--- src/imm_pkg.sv ---
package imm_pkg;

   // Defaults for the top-level parameters
   localparam int MAX_DIM_DEF   = 8;
   localparam int ELEM_BITS_DEF = 16;

   // Fixed widths of the register and result fields
   localparam int CFG_BITS       = 4;
   localparam int OUT_BITS       = 35;
   localparam int RSP_TDATA_BITS = ((OUT_BITS + 7) / 8) * 8;

   // Register indexes on the csr channel
   typedef enum logic [1:0] {
      REG_ROWS_OF_A,
      REG_INNER_SIZE,
      REG_COLS_OF_B,
      REG_UNUSED
   } reg_index_type;

   // Control that rides along the cell chain with each A element
   typedef struct packed {
      logic valid;
      logic first;   // t == 0: restart the sum
      logic last;    // t == n-1: sum complete after this product
   } link_ctl_type;

   typedef enum logic [1:0] {
      ST_LOAD,
      ST_FEED,
      ST_DRAIN,
      ST_EMIT
   } imm_state_type;

   function automatic int idx_bits(int depth);
      return (depth > 1) ? $clog2(depth) : 1;
   endfunction

   // 0 counts as 1, anything above max_dim as max_dim
   function automatic logic [CFG_BITS-1:0] clamp_dim(logic [CFG_BITS-1:0] v, int max_dim);
      logic [CFG_BITS-1:0] r;
      r = v;
      if (v == '0) begin
         r = CFG_BITS'(1);
      end else if (int'(v) > max_dim) begin
         r = CFG_BITS'(max_dim);
      end
      return r;
   endfunction

endpackage

--- src/imm_cell.sv ---
module imm_cell #(
   parameter int ELEM_BITS = imm_pkg::ELEM_BITS_DEF,
   parameter int MAX_DIM = imm_pkg::MAX_DIM_DEF,
   localparam int IDX_BITS = imm_pkg::idx_bits(MAX_DIM)
) (
   input  logic                               clock,
   input  logic                               reset,
   // A element coming down the chain
   input  imm_pkg::link_ctl_type              ctl_i,
   input  logic signed [ELEM_BITS-1:0]        a_i,
   input  logic [IDX_BITS-1:0]                t_i,
   output imm_pkg::link_ctl_type              ctl_o,
   output logic signed [ELEM_BITS-1:0]        a_o,
   output logic [IDX_BITS-1:0]                t_o,
   // load of this cell's column of B
   input  logic                               b_wr_en,
   input  logic [IDX_BITS-1:0]                b_wr_row,
   input  logic signed [ELEM_BITS-1:0]        b_wr_data,
   // result chain, shifts toward cell 0
   input  logic                               shift,
   input  logic [imm_pkg::OUT_BITS-1:0]       res_i,
   output logic [imm_pkg::OUT_BITS-1:0]       res_o
);
   import imm_pkg::*;

   localparam int PROD_BITS = 2 * ELEM_BITS;

   link_ctl_type                ctl_ff, pctl_ff;
   logic signed [ELEM_BITS-1:0] a_ff;
   logic [IDX_BITS-1:0]         t_ff;
   logic signed [ELEM_BITS-1:0] b_col_ff [MAX_DIM];
   logic signed [ELEM_BITS-1:0] b_sel;
   logic signed [PROD_BITS-1:0] prod_ff;
   logic signed [63:0]          prod_wide;
   logic [OUT_BITS-1:0]         acc_ff, acc_in;
   logic [OUT_BITS-1:0]         res_ff, res_in;

   assign b_sel     = b_col_ff[t_i];
   assign prod_wide = 64'(prod_ff);

   always_comb begin
      acc_in = acc_ff;
      if (pctl_ff.valid) begin
         if (pctl_ff.first) begin
            acc_in = prod_wide[OUT_BITS-1:0];
         end else begin
            acc_in = acc_ff + prod_wide[OUT_BITS-1:0];
         end
      end
   end

   always_comb begin
      res_in = res_ff;
      if (pctl_ff.valid && pctl_ff.last) begin
         res_in = acc_in;
      end else if (shift) begin
         res_in = res_i;
      end
   end

   always_ff @(posedge clock) begin
      if (reset) begin
         ctl_ff  <= '0;
         pctl_ff <= '0;
      end else begin
         ctl_ff  <= ctl_i;
         pctl_ff <= ctl_i;
      end
   end

   always_ff @(posedge clock) begin
      a_ff    <= a_i;
      t_ff    <= t_i;
      prod_ff <= a_i * b_sel;
      acc_ff  <= acc_in;
      res_ff  <= res_in;
      if (b_wr_en) begin
         b_col_ff[b_wr_row] <= b_wr_data;
      end
   end

   assign ctl_o = ctl_ff;
   assign a_o   = a_ff;
   assign t_o   = t_ff;
   assign res_o = res_ff;

endmodule

--- config.mk ---
export PLATFORM = sky130hd
export DESIGN_NAME = imm_cell
export DESIGN_NICKNAME = d
export VERILOG_FILES = /design/src/imm_pkg.sv /design/src/imm_cell.sv
export SDC_FILE = /design/constraint.sdc
export NUM_CORES = 1
export LEC_CHECK = 0
export BUFFER_PORTS_ARGS = -buffer_cell sky130_fd_sc_hd__buf_2
export CAP_MARGIN = 20
export CORE_MARGIN = 5
export CORE_UTILIZATION = 30
export CTS_CLUSTER_SIZE = 8
export DETAILED_ROUTE_END_ITERATION = 8
export GPL_ROUTABILITY_DRIVEN = 1
export GPL_TIMING_DRIVEN = 1
export PLACE_DENSITY_LB_ADDON = 0.25
export SLEW_MARGIN = 20
export SYNTH_ARGS = -nofsm -noshare
export SYNTH_HDL_FRONTEND = slang
export SYNTH_SLANG_ARGS = --single-unit
--- constraint.sdc ---
create_clock -name clock -period 27.6 [get_ports clock]
set_input_delay 5.52 -clock clock [delete_from_list [all_inputs] [get_ports clock]]
set_output_delay 5.52 -clock clock [all_outputs]
set_load 0.01 [all_outputs]
**After elaboration in Yosys (flattened, before gate mapping)**

Memories as Yosys holds them, arrays and structs flattened.
Cells that the tools add are included.

- Register bits: 124
- RAM bits: 128
- Input port bits: 80
- Output and inout bits: 57
- Logic and storage cells: 19
- Memories: 1

Memories:

| name | depth | bits a word | rd ports | clocked after memory_dff | wr ports | line | RTL |
|---|---|---|---|---|---|---|---|
| b_col_ff | 8 | 16 | 1 | 0 | 1 | imm_cell.sv:31 | `logic signed [ELEM_BITS-1:0] b_col_ff [MAX_DIM];` |

- $add $sub $neg: 1
- $mul: 1
- Mux-type cells: 6
- Reductions and logical operators: 2

Operator list:

| cell | number |
|---|---|
| $mux W35 | 4 |
| $add A35 B35 Y35 | 1 |
| $mul A16 B16 Y32 | 1 |
| $mux W1 | 2 |
| $reduce_bool A2 Y1 | 1 |
| $logic_and A1 B1 Y1 | 1 |

**Longest topological paths before layout**

Gate-level depths: netlist of the first run.

- Word-level depth: 4
- Depth in mapped cells: 29
- Depth with buffers taken out: 26

**Worst setup path after synthesis of the first run**

Ideal clock, no wire load.

- Path type: input to register
- From: input t_i[0]
- To: register prod_ff[30]
- Library setup time: 72 ps
- Arrival time: 12391 ps
- Data required time: 27528 ps
- Path slack: 15137 ps
- Stages on the path: 26
- Path buffers: 3
- Cell sequence: clkbuf_1 -> buf_2 -> mux4_2 -> mux2i_1 -> clkbuf_1 -> nor2b_1 -> fa_1 -> inv_1 -> fa_1 -> fa_1 -> inv_1 -> fa_1 -> fa_1 -> inv_1 -> fa_1 -> inv_1 -> ha_1 -> a21o_1 -> a221oi_1 -> nor2b_1 -> a311o_1 -> a21oi_2 -> o211a_1 -> o21bai_1 -> a21oi_1 -> xnor2_1

- Cells in the longest elaborated chain, start to end: 2

RTL lines:

| item | line | RTL |
|---|---|---|
| start, declared | imm_cell.sv:11 | `input logic [IDX_BITS-1:0] t_i,` |
| $mem_v2 Z8 W16 | -- |  |
| $mul A16 B16 Y32 | imm_cell.sv:74 | `prod_ff <= a_i * b_sel;` |
| end signal, assigned | imm_cell.sv:74 |  |
| end, declared | imm_cell.sv:33 | `logic signed [PROD_BITS-1:0] prod_ff;` |

Every way passes these cells.
A chain may end at the register's enable or synchronous reset.

**Worst setup path in the final report of the first run**

- From: input t_i[0]
- To: register prod_ff[31]

Same word-level chain as after synthesis.

==> results.tsv, run 1 <==
metric	value	unit
nFillCells	6892	
gp_congestion	0.823	
synth_edf_count	163	
worstSkewPairLatency	0.57	ns
pin_count	137	
yosysWarnings	0	
cpPeakStageDelay	0.58	ns
ys_dominant_reg_cell	edfxtp_1	
cp.required	28.01	ns
synth_cells	1927	
dpl.cell_count	2891	
status	complete, no violations	
end_kind	register	
initialDrtViolationCount	602	
grt_pass1_wl	82.3	mm
synth_cell_types	60	
antenna_found_initial	6	
wire_per_inst	17.0	um
htree_levels	2	
holdCritPathClass	reg2reg	
cts.sinks	252	
synth_nets	2386	
cp_data_arrival_time	12.87	ns
synth-seq-cells	252	
cts_made_buffers	39	
coreArea	68300	um2
post-route-util	34.4	%
cp_common_cell	fa_1	
min_period	12.46	ns
grt_usage	13.8	%
grt_pass1_vias	14900	
clockBufferDepth	3	
cts_resized	0	
critPathBufInv	7	
max_freq	80.2	MHz
layout-drive-gt1-share	12.9	%
finalSetupViolations	0	
dp_hpwl	37.6	mm
synth_top_area_share	25.5	%
ys_async_sr_fraction	0	%
fin_worst_skew	0.0462	ns
final_max_slew_viol_count	0	
holdBufCountCts	0	
slew_headroom	29.6	%
finalCritPeriodShare	45.1	%
netlist_area	20600	um2
dr.pass1.iters	4	
cp_top_family	adder cells	
fin_nets	2509	
synth.avg_cell_area	10.7	um2
cts_root_buf	clkbuf_16	
dieHeight	272	um
wl	50.4	mm
slowest_stage	mux4_2	
tightest_slew	1.05	ns
yosys.area.top_type	fa_1	
start_util	30.2	%
die_x	272	um
cp-start-kind	input pin	
clk_pin_slew	0.05	ns
rows	96	
grt-ovfl-total	0	
die-area	74100	um2
postCtsSetupBuffers	0	
drc	0	
rsz0062_at_grt	false	
drv_cap	0	
syn_to_final_growth	13.9	%
synth_area_leaders	fa_1 26%, edfxtp_1 24%, dfxtp_1 8.6%	
hold_viol_final	0	
postRouteAntennaNets	0	
cts_tree	yes	
vias_per_cell	4.63	
fin_setup_tns	0	ns
port-buffer-count	136	
via_count	13700	
ys_seq_area_share	32.4	%
worst-setup-path-type	in2reg	
cp_max_fo	33	
final-instance-count-excl-fill	2965	
grt_max_degree	71	
flip-flops by register name, indices dropped and copies added, names as in the netlist:
register / flops
b_col_ff: 128
prod_ff: 32
pctl_ff: 3
t_o: 3
acc_ff: 35
a_o: 16
res_o: 35
placed cells by master (no fill, tap or decap), drive strengths merged, types with 13 or more instances in the layout:
master,n
xnor2,37
a21oi,96
nand2b,36
edfxtp,163
clkbuf,66
mux4,32
nor2b,84
ha,116
dfxtp,89
and2,49
nor2,102
a21o,25
mux2,18
nand2,178
nand4,14
fa,263
nand3,13
mux2i,21
xor2,24
o21ai,69
buf,153
inv,323
cells in the mapped netlist, drive strengths merged, types with 2 or more instances:
| cell | instances |
|---|---|
| inv | 322 |
| fa | 263 |
| nand2 | 178 |
| edfxtp | 163 |
| ha | 116 |
| nor2 | 102 |
| a21oi | 96 |
| dfxtp | 89 |
| nor2b | 84 |
| o21ai | 69 |
| clkbuf | 64 |
| and2 | 49 |
| xnor2 | 37 |
| nand2b | 36 |
| mux4 | 32 |
| a21o | 25 |
| xor2 | 24 |
| mux2i | 21 |
| mux2 | 18 |
| nand4 | 14 |
| nand3 | 13 |
| a31oi | 11 |
| and3 | 10 |
| nor3 | 10 |
| o21a | 10 |
| buf | 7 |
| a211oi | 6 |
| or2 | 6 |
| o211ai | 5 |
| or3 | 5 |
| a21boi | 4 |
| a221oi | 4 |
| o2111ai | 4 |
| a2111oi | 3 |
| nor3b | 3 |
| o21bai | 3 |
| o22ai | 3 |
| o31a | 3 |
| a311o | 2 |
| a41oi | 2 |
| and4 | 2 |
| o31ai | 2 |
final timing paths:
| path | startpoint | end | slack [ns] | cells after the start |
|---|---|---|---|---|
| worst min register to register | acc_ff[27]$_DFF_P_ | acc_ff[27]$_DFF_P_ | 0.47 | 2 |
| worst min-delay path | acc_ff[27]$_DFF_P_ | acc_ff[27]$_DFF_P_ | 0.47 | 2 |
| worst max register to register | b_col_ff[1][1]$_DFFE_PP_ | prod_ff[31]$_DFF_P_ | 20.49 | 24 |
| worst max-delay path | t_i[0] | prod_ff[31]$_DFF_P_ | 15.14 | 26 |
worst min-delay path, cell delays in order (launching register included):
cell	delay, ns
dfxtp_1	0.30
nor2_1	0.08
a21oi_1	0.04
cell families after synthesis:
group | count (synthesis) | share of synthesized area [%]
buffers and inverters | 393 | 7.19
adders and majority gates | 379 | 32.6
xor gates and xnor gates | 61 | 2.59
AOI/OAI and AO/OA | 258 | 7.67
and+or+nand+nor | 513 | 12.1
DFF | 252 | 32.4
muxes | 71 | 5.51
routing by layer:
metal  wire [um]  track usage, %  share of wire [%]  up-vias
li1            -               -                  -     6528
met2       23000            22.7                 46      335
met3        2870            2.70                5.7       75
met1       23700            19.2                 47     6798
met4         839            2.86                1.7        6
met5          34               0              0.067        -
per-stage QoR:
stage,setup slack [ns],hold slack [ns],cell area (um2)
6_report,15.14,0.474,23500
5_1_grt,14.64,0.500,23500
3_5_place_dp,14.56,0.467,22300
3_3_place_gp,14.67,0.459,22300
4_1_cts,15.15,0.481,23500
2_1_floorplan,15.14,0.432,20600
cell type report:
cell class                 instances  area (um2)  share of cell area, %
antenna                            3        7.51                 0.0319
tap                              882        1100                   4.70
sequential                       252        6680                   28.4
clock buffer                      66        1130                   4.81
timing repair buffer             153         808                   3.44
inverter                         322        1210                   5.14
multi-input combinational       1282       12500                   53.2
clock inverter                     5        68.8                  0.293
Power of run 1 is not shown: default switching activity piles up to over one toggle a cycle in this logic, so the estimate is an artifact.
==> inputs of run 2 (changes only) <==
==> constraint.sdc (replaced) <==
create_clock -name clock -period 12.9 [get_ports clock]
set_input_delay 2.58 -clock clock [delete_from_list [all_inputs] [get_ports clock]]
set_output_delay 2.58 -clock clock [all_outputs]
set_load 0.01 [all_outputs]
==> results.tsv, run 2 (synthesis results as in run 1) <==
metric	value	unit
end_kind	register	
cts_made_buffers	39	
cp_max_fo	18	
tightest_slew	1.03	ns
grt_usage	13.5	%
slew_headroom	30.9	%
regToRegStartpoint	b_col_ff[3][1]$_DFFE_PP_	
cpPeakStageDelay	0.55	ns
cts_tree	yes	
die-area	74100	um2
syn_to_final_growth	13.7	%
finalSetupViolations	0	
cts_resized	0	
seq_area	6680	um2
max_freq	105	MHz
wl	50.0	mm
postRouteAntennaNets	0	
dp_hpwl	37.4	mm
clockBufferDepth	3	
holdBufCountCts	0	
layout-drive-gt1-share	12.9	%
via_count	13600	
postCtsSetupBuffers	0	
die_x	272	um
antenna_found_initial	5	
rows	96	
fin_setup_tns	0	ns
fin_nets	2509	
htree_levels	2	
cts_root_buf	clkbuf_16	
worstSkewPairLatency	0.54	ns
final_max_slew_viol_count	0	
cp.required	13.36	ns
nFillCells	6837	
cp_data_arrival_time	10.03	ns
vias_per_cell	4.60	
multi_input_area	12500	um2
dpl_cell_area	22300	um2
grt-ovfl-total	0	
drv_cap	0	
largest_reg_flops	128	
max_flop_register	b_col_ff	
holdCritPathClass	reg2reg	
r2r_cells	24	
coreArea	68300	um2
r2r_end	prod_ff[31]$_DFF_P_	
grt_pass1_vias	14600	
hold-path-cell-count	2	
pin_count	137	
hold_end	acc_ff[27]$_DFF_P_	
dieHeight	272	um
r2r_setup_slack	5.77	ns
drc	0	
rsz0062_at_grt	false	
initialDrtViolationCount	568	
start_util	30.2	%
finalInstanceArea	23400	um2
min-delay-start	acc_ff[27]$_DFF_P_	
status	complete, no violations	
final_common_cell	inv_1	
dr.pass1.iters	5	
port-buffer-count	136	
cp_common_cell	fa_1	
min_period	9.57	ns
clk_pin_slew	0.05	ns
cts.sinks	252	
wire_per_inst	16.9	um
grt_max_degree	71	
grt_pass1_wl	80.9	mm
fin_worst_skew	0.0240	ns
finalCritPeriodShare	74.2	%
gp_congestion	0.819	
hold_viol_final	0	
worst-setup-path-type	in2reg	
cp-startpoint	t_i[0]	
cp-start-kind	input pin	
final_cell_mix	322 x inv_1, 263 x fa_1, 177 x nand2_1	
slowest_stage	mux4_2	
-- run 2: cell types whose count changed in the layout (fill, tap and decap cells not counted) --
cell        before  now
clkbuf_16       41   39
clkbuf_8         1    2
clkinv_16        1    0
clkinv_8         1    2
clkinvlp_4       0    1
diode_2          3    1
inv_6            1    0
-- run 2: final cells by class --
| type | instances | area share [%] |
|---|---|---|
| Tap cell | 882 | 4.71 |
| Clock inverter | 5 | 0.230 |
| Timing Repair Buffer | 153 | 3.45 |
| Clock buffer | 65 | 4.66 |
| Inverter | 322 | 5.16 |
| Sequential cell | 252 | 28.5 |
| Multi-Input combinational cell | 1282 | 53.3 |
| Antenna cell | 1 | 0.0107 |
-- run 2: worst max-delay path by stage --
stage | depth (start not counted) | slack [ns] | to
finish | 26 | 3.33 | prod_ff[30]$_DFF_P_
global route | 25 | 2.81 | prod_ff[24]$_DFF_P_
CTS | 26 | 3.26 | prod_ff[30]$_DFF_P_
detailed placement | 26 | 2.69 | prod_ff[30]$_DFF_P_
global placement | 26 | 2.82 | prod_ff[30]$_DFF_P_
floorplan | 26 | 3.38 | prod_ff[30]$_DFF_P_
-- run 2: layer usage --
layer | GRT usage (%) | share of wire [%] | vias to the layer above
met5 | 0 | 0.080 | -
met4 | 3.03 | 1.9 | 6
met3 | 2.81 | 5.3 | 73
met2 | 21.9 | 45 | 308
met1 | 18.8 | 47 | 6731
li1 | - | - | 6522
-- run 2: through the flow --
| step | worst slack (ns) | cells | hold WS, ns | utilization (%) |
|---|---|---|---|---|
| detailed placement | 2.69 | 2891 | 0.460 | 32.6 |
| CTS | 3.26 | 2961 | 0.471 | 34.3 |
| global route | 2.81 | 2961 | 0.487 | 34.3 |
| finish | 3.33 | 2962 | 0.476 | 34.3 |
| global placement | 2.82 | 2891 | 0.458 | 32.6 |
| floorplan | 3.38 | 1927 | 0.432 | - |
-- run 2: worst max-delay path, delay by kind of cell --
kind | cells | cell delay (ns)
fa+ha+maj | 7 | 3.29
compound gates | 7 | 1.79
buf+inv | 7 | 1.32
mux | 2 | 0.71
simple gates | 2 | 0.18
xor+xnor | 1 | 0.13
Power of run 2 is left out for the same reason.
==> inputs of run 3 (changes only) <==
==> constraint.sdc (replaced) <==
create_clock -name clock -period 7.8 [get_ports clock]
set_input_delay 1.56 -clock clock [delete_from_list [all_inputs] [get_ports clock]]
set_output_delay 1.56 -clock clock [all_outputs]
set_load 0.01 [all_outputs]
==> results.tsv, run 3 (synthesis results as in run 1) <==
metric	value	unit
grt_max_degree	70	
fin_worst_skew	0.0130	ns
multi_input_area	12600	um2
dp_hpwl	38.9	mm
dieHeight	272	um
via_count	14000	
final_common_cell	inv_1	
regToRegStartpoint	b_col_ff[3][2]$_DFFE_PP_	
r2r_end	prod_ff[31]$_DFF_P_	
rsz0062_at_grt	false	
cp_data_arrival_time	7.93	ns
worstSkewPairLatency	0.53	ns
antenna_found_initial	8	
drc	0	
max_freq	133	MHz
wire_per_inst	16.0	um
status	complete, no violations	
pin_count	137	
grt-ovfl-total	0	
cp-start-kind	input pin	
grt_pass1_vias	15300	
nFillCells	6848	
grt_usage	13.4	%
tightest_slew	1.04	ns
cts.sinks	252	
cp-startpoint	t_i[0]	
vias_per_cell	4.56	
clockBufferDepth	3	
slew_headroom	30.5	%
max_flop_register	b_col_ff	
worst-setup-path-type	in2reg	
initialDrtViolationCount	504	
cts_root_buf	clkbuf_16	
crit_end	prod_ff[31]$_DFF_P_	
coreArea	68300	um2
hold_viol_final	0	
drv_cap	0	
cp.required	8.21	ns
start_util	30.2	%
wl_met1	22.8	mm
port-buffer-count	136	
clk_pin_slew	0.04	ns
die-area	74100	um2
finalSetupViolations	0	
seq_area	6680	um2
met2_length	23.1	mm
cts_tree	yes	
final_cell_mix	322 x inv_1, 263 x fa_1, 176 x nand2_1	
grt_pass1_wl	81.2	mm
syn_to_final_growth	19.2	%
top_layer_used	met5	
r2r_cells	23	
largest_reg_flops	128	
dr.pass1.iters	4	
cp_max_fo	8	
holdCritPathClass	reg2reg	
cts_made_buffers	39	
htree_levels	2	
finalCritPeriodShare	96.4	%
met3_length	2.36	mm
final_max_slew_viol_count	0	
fin_nets	2622	
layout-drive-gt1-share	18.1	%
die_x	272	um
post-route-util	36.0	%
wl	49.1	mm
r2r_setup_slack	1.27	ns
rows	96	
min_period	7.52	ns
postRouteAntennaNets	0	
gp_congestion	0.859	
end_kind	register	
-- run 3: stage by stage --
step           cell area [um2]  instances  hold slack [ns]  TNS (ns)  worst slack, ns
2_1_floorplan            20800       1927            0.432         0           0.0129
3_3_place_gp             23300       3003            0.444     -2.09           -0.286
3_5_place_dp             23300       3003            0.456     -2.80           -0.328
4_1_cts                  24500       3074            0.462         0            0.238
5_1_grt                  24600       3075            0.473         0          0.00230
6_report                 24600       3077            0.460         0            0.278
-- run 3: area by class of cell --
cell class / instances / share of cell area, %
Antenna cell: 2 / 0.0204
Clock buffer: 65 / 4.54
Clock inverter: 6 / 0.285
Inverter: 322 / 4.92
Multi-Input combinational cell: 1282 / 51.5
Sequential cell: 252 / 27.2
Tap cell: 882 / 4.49
Timing Repair Buffer: 266 / 7.11
-- run 3: how the worst min path moves through the flow --
stage,from,end,cells after the start
after CTS,acc_ff[30]$_DFF_P_,acc_ff[30]$_DFF_P_,2
after detailed placement,acc_ff[30]$_DFF_P_,acc_ff[30]$_DFF_P_,2
after floorplan,acc_ff[30]$_DFF_P_,acc_ff[30]$_DFF_P_,2
final,acc_ff[30]$_DFF_P_,acc_ff[30]$_DFF_P_,2
after global routing,acc_ff[30]$_DFF_P_,acc_ff[30]$_DFF_P_,2
after global placement,acc_ff[30]$_DFF_P_,acc_ff[30]$_DFF_P_,2
-- run 3: per-layer routing --
| layer | vias up | global-route usage [%] |
|---|---|---|
| met4 | 10 | 2.80 |
| met5 | - | 0 |
| li1 | 6761 | - |
| met3 | 67 | 2.38 |
| met2 | 276 | 22.8 |
| met1 | 6918 | 18.1 |
-- run 3: what timing repair did --
action | 4_1_cts | 5_1_grt
gates resized for setup | 0 | 5
setup endpoints to repair | 0 | 5
endpoints found under the hold margin | 0 | 0
setup buffers | 0 | 1
hold buffers | 0 | 0
-- run 3: worst max-delay path: stages --
cell	delay [ns]
buf_2	0.15
buf_12	0.15
mux4_2	0.48
mux2_2	0.37
buf_4	0.17
nand2_1	0.13
fa_1	0.45
inv_1	0.20
fa_1	0.47
fa_1	0.54
fa_1	0.53
fa_1	0.50
inv_1	0.05
fa_1	0.47
inv_1	0.04
ha_1	0.29
and3_4	0.20
nand3_1	0.09
nor3_2	0.19
nor2_2	0.09
and4_1	0.21
o41ai_2	0.24
a21o_1	0.16
a21oi_1	0.07
xnor2_1	0.12
Power of run 3 is left out for the same reason.
